### config.mk
export PLATFORM = sky130hd
export DESIGN_NAME = fed_ram
export DESIGN_NICKNAME = d
export VERILOG_FILES = /design/src/rtl/core/fed_ram.sv
export SDC_FILE = /design/constraint.sdc
export NUM_CORES = 2
export LEC_CHECK = 0
export ABC_AREA = 0
export ABC_CLOCK_PERIOD_IN_PS = 2400
export BUFFER_PORTS_ARGS = -buffer_cell sky130_fd_sc_hd__buf_2
export CAP_MARGIN = 20
export CORE_MARGIN = 2
export CORE_UTILIZATION = 57
export DETAILED_ROUTE_END_ITERATION = 6
export PLACE_DENSITY = 0.76
export SKIP_LAST_GASP = 1
export SYNTH_ARGS = -nofsm -noshare
export SYNTH_HDL_FRONTEND = slang
export SYNTH_SLANG_ARGS = --single-unit
### constraint.sdc
create_clock -name clk -period 2.4 [get_ports clk]
set_input_delay 0.12 -clock clk [delete_from_list [all_inputs] [get_ports clk]]
set_output_delay 0.12 -clock clk [all_outputs]
set_load 0.01 [all_outputs]
### src/rtl/core/fed_ram.sv
`timescale 1ns / 1ps
// fed_ram: generic single-write, single-read RAM with registered read data.
// No dependencies; read-first when both ports hit the same entry.
module fed_ram #(
	parameter int WIDTH = 16,
	parameter int DEPTH = 256,
	localparam int AW = $clog2(DEPTH)
) (
	input  logic             clk,
	input  logic             we,
	input  logic [AW-1:0]    waddr,
	input  logic [WIDTH-1:0] wdata,
	input  logic             re,
	input  logic [AW-1:0]    raddr,
	output logic [WIDTH-1:0] rdata
);

	logic [WIDTH-1:0] mem [DEPTH];

	always_ff @(posedge clk) begin
		if (we) begin
			mem[waddr] <= wdata;
		end
		if (re) begin
			rdata <= mem[raddr];
		end
	end

endmodule

# == After elaboration in Yosys (flattened, before gate mapping) ==
# Memory sizes are Yosys's and may differ from the RTL's. A register that Yosys moved wholly into a read port is not among the register bits.
# Index checks and enable logic that the tools add are counted.
# totals
ramBits,4096
mem_count,1
out_inout_bits,16
in_bits,35
word_cells,3
rom_bits,0
register_bits,0
latchBits,0
# mem_list
memory,words,width,read_ports,rd_ports_with_merged_regs,wr,line,rtl
mem,256,16,1,1,1,18,logic [WIDTH-1:0] mem [DEPTH];
# classes
reduce_logical,0
div,0
addsub,0
order_cmp,0
n_eq_ne,0
n_bitwise,0
n_mux,2
multipliers,0
shifts,0
# ops
cell,n
1-bit 2-to-1 mux,2

# == Logic depth before layout (Yosys ltp) ==
# logic_depth
word_depth,2
ltp_mapped,12
depth_no_buf,6

# == Worst setup path after synthesis ==
# No wires, ideal clock.
# synth_path
path_kind,input to register
startpoint,input port raddr[0]
endpoint,"register rdata[4] (read register of mem), data pin"
slack_ps,31
setup_time_ps,265
arrival_ps,2104
n_path_buf,3
path_stages,8
path_cell_list,buf_6 > buf_6 > buf_2 > mux4_2 > mux4_2 > a22o_1 > o32ai_2 > nor4_2
# synth_rtl
element,line,rtl
from (decl),14,"input logic [AW-1:0] raddr,"
to (decl),15,output logic [WIDTH-1:0] rdata

==> summary by stage <==
Outcome
The run finished, with violations left. The checks that failed: negative setup slack.

Critical path
In this run the worst path has a maximum fanout of 1. By instance count, the cell type seen most on the critical path is mux4_2. STA classifies the critical path endpoint as a flip-flop. The slack of the worst reg-to-reg path is -0.32 ns. The arrival time at the worst endpoint is 3.36 ns.

The slowest stage of the critical path is the mux4_2 cell. The type of the setup path with the least slack is flip-flop to flip-flop. STA puts the critical path data required time at 3.05 ns.

The highest cell delay on the worst timing path is 0.54 ns. The critical path goes through mux4_2, mux4_2, a22o_4, o32ai_4, buf_6, nor4_4. The worst setup path is launched from a flip-flop.

STA
The number of hold violations in the final report was 0. The final critical-path setup slack is -0.317 ns. The relative max-transition margin is 27.1%. The peak clock frequency supported by timing is 368 MHz.

Setup repair after global routing could not meet its margin everywhere. The ratio of final minimum period to clock period is 113%. The total of endpoints with negative setup slack in the final report is 16. The worst clock skew is about 0.052 ns.

At the pin with the least slew margin, the transition time is 1.09 ns. Subtracting the final worst setup slack from the clock period gives 2.72 ns. The final max-slew violation count is 0.

Global route
The via count of the first global-routing pass is approximately 84k. Entering global routing, the biggest net connects 100 pins. Global routing used between 30% and 40% of the available tracks across all layers. The total overflow left after global routing is 0.

The first global-routing pass estimated 615,000 µm of wire. The initial antenna violation count is 12.

Logic synthesis
The share of Yosys cell area claimed by the top area cell type is 77.7%. The post-synthesis cell count is 7,360. By area the synthesized netlist is led by edfxtp_1 (78%), mux4_2 (11%), mux2i_1 (3.6%), o221ai_1 (1.4%), nor2_1 (0.72%). In this run the mean area of a mapped cell was 21.6 µm². Of the synthesized area, sequential elements account for approximately 78%. The flop and latch count out of synthesis is 4,112. The synthesized cell area is between 150,000 and 200,000 µm². The proportion of register bits with asynchronous set or reset after synthesis is 0%. The biggest area contributor in the post-synthesis netlist is edfxtp_1. The most frequently used flop master after synthesis is edfxtp_1.

The number of enable-type register cells in the synthesized netlist is around 4.1k. The net count of the mapped netlist is 7,395. In this run, distinct cell masters in the synthesized netlist total 51. The synthesis warning total is 0.

Route
The sum of routed wire length over all layers is between 400,000 and 500,000 µm. For this run, the detailed router's first-pass iteration total came to 7. The routed wire length per instance is 35.0 µm. The final antenna-violating net count is 0.

The initial DRC count is 13.5k. Using the TritonRoute via totals, the vias-per-cell ratio works out to 6.82. The count of vias placed by the detailed router is 84.5k. In the routed design, unresolved DRC markers number 0.

Cells and area
The number of nets at the end of the flow is approximately 8.4k. The core utilization of the finished layout is 66.9%. The area growth from synthesis to layout is 16.7%. With fillers left out, the area of the finished cells amounts to 185,000 µm².

The final instance count without filler cells is between 10k and 15k. Summing all multi-input logic gate instances after layout gives 33,600 µm². Of the cells placed in the final design, the portion with a size suffix greater than 1 is roughly 30%. Fill cells in the final layout number 16.3k. Registers take between 100,000 and 150,000 µm².

Floorplan
The die is 532 µm tall. The total number of placement rows is 193. The core region is approximately 280,000 µm².

The die covers 283,000 µm². The top-level I/O count is around 50. The initial core utilization is 57.4%. From left edge to right edge, the die measures 532 µm.

Place
During placement, the flow inserted port buffers numbering 50. Counting tap cells, the placed design contains a total of 11.7k instances. The weighted congestion reported at the end of routability-driven placement is 0.940.

Summing all placed instances gives a cell area of 172,000 µm². OpenSTA, run right after detailed placement, puts the worst setup slack at -1.23 ns. Detailed placement ended at an HPWL of 259,000 µm.

Run
Max-cap violations in this run came to 0.

Clocking
TritonCTS built the clock tree. The maximum count of clock buffers along a single path is 4. The worst-skew pair later-pin latency is 0.91 ns. The clock input transition at the sequential cells of the worst setup and hold paths is 0.07 ns. The root buffer cell chosen for the clock tree is clkbuf_16. The H-tree generated during clock tree synthesis spans 5 levels. Counting the buffers created by CTS gives 395. The total number of clock tree sinks is 4,112.

Pwr
The power consumption is about 150 mW. The power density normalized to cell area is 813 nW/µm². The leakage power is 60.3 nW.

The largest vdd supply drop is 0.000685 V.

Hold path
The path category of the worst min-delay check is input port to flip-flop.
==> worst paths after layout <==
check	startpoint	end	depth (start not counted)
setup / recovery	mem[19][6]	rdata[6]	6
hold reg to reg	mem[250][8]	rdata[8]	6
hold / removal	waddr[0]	mem[199][2]	4
setup reg to reg	mem[19][6]	rdata[6]	6
==> what timing repair did <==
action | 4_1_cts | 5_1_grt
endpoints found under the setup margin | 16 | 16
hold buffers | 18 | 0
resized for setup | 89 | 47
buffers inserted | 0 | 0
pin swaps | 21 | 24
endpoints found under the hold margin | 2578 | 0
==> cells in the mapped netlist, types with 2 or more instances <==
cell / n
buf_8: 11
buf_1: 27
a21oi_1: 175
and4_1: 2
clkbuf_1: 230
buf_4: 26
mux2i_1: 565
a22o_1: 32
nor4_1: 17
edfxtp_1: 4112
a211oi_1: 18
a21o_1: 2
a31oi_1: 6
a2111oi_0: 6
o31ai_1: 16
nand4_1: 26
or3_1: 2
a221oi_1: 28
inv_1: 3
mux2_2: 88
o221ai_1: 252
buf_2: 76
nand4b_1: 3
buf_6: 77
o32ai_1: 20
o22ai_1: 148
a22oi_1: 43
nor4bb_1: 2
nor2b_1: 9
nand2_1: 38
buf_12: 5
nand2b_1: 3
and3_1: 11
nor2_1: 304
or2_2: 4
nor3_1: 92
nand3_1: 35
mux4_2: 797
o21ai_0: 37
==> layout by cell type, fill, tap and decap left out, types with 26 or more instances in the layout <==
cell type,instances
clkinv_1,97
nand2_1,33
clkbuf_16,402
nor2_1,282
buf_4,776
a22oi_1,37
edfxtp_1,4112
clkbuf_1,64
buf_12,206
o22ai_1,148
nor3_1,88
mux2i_1,565
bufinv_16,53
o21ai_0,37
o221ai_1,252
nand4_1,26
a21oi_1,174
buf_2,29
clkinv_2,61
mux2_2,80
mux4_2,797
==> where the power goes <==
group	internal (mW)	switching, mW	leakage, nW
sequential	79.2	0.128	37.0
combinational	3.31	5.30	17.0
clock	36.3	26.5	6.30
total	119	32.0	60.3
==> critical path, delay by kind of cell, from the launching register on <==
kind | cells | cell delay, ns
flip-flops | 1 | 0.37
AO/OA/AOI/OAI | 2 | 0.77
buffers and inverters | 1 | 0.17
multiplexers | 2 | 1.07
AND/OR/NAND/NOR | 1 | 0.04
==> routing by layer <==
metal  track usage, %  part of all wire [%]  vias up
met5                0                 0.037        -
met4             14.5                   5.5        4
met3             6.64                    12     1070
met2             47.6                    48     6346
met1             41.1                    35    43800
li1                 -                     -    33300
==> cells by family after synthesis <==
family / share of synthesized area [%]
simple gates: 1.57
mux: 15.5
flops: 77.7
buf+inv: 1.69
compound gates: 3.53
==> cell type report <==
cell class              count  share of cell area (%)
clock buffers             466                    5.56
well taps                3705                    2.50
multi-input cells        2792                    18.1
repair buffers           1062                    5.79
clock inverters           246                    1.42
inverters                   4                  0.0148
diodes                     11                  0.0148
flip-flops and latches   4112                    66.6
==> state kept, by name, indices dropped and copies added (netlist names) <==
name	cells
rdata	16
mem	4096
==> through the flow <==
step           setup TNS, ns  hold WS (ns)
2_1_floorplan              0         0.219
3_3_place_gp          -15.64         0.528
3_5_place_dp          -15.24         0.543
4_1_cts                -2.86        0.0183
5_1_grt                -2.71        0.0542
6_report               -2.70        0.0781
(Power assumes the default switching activity.)
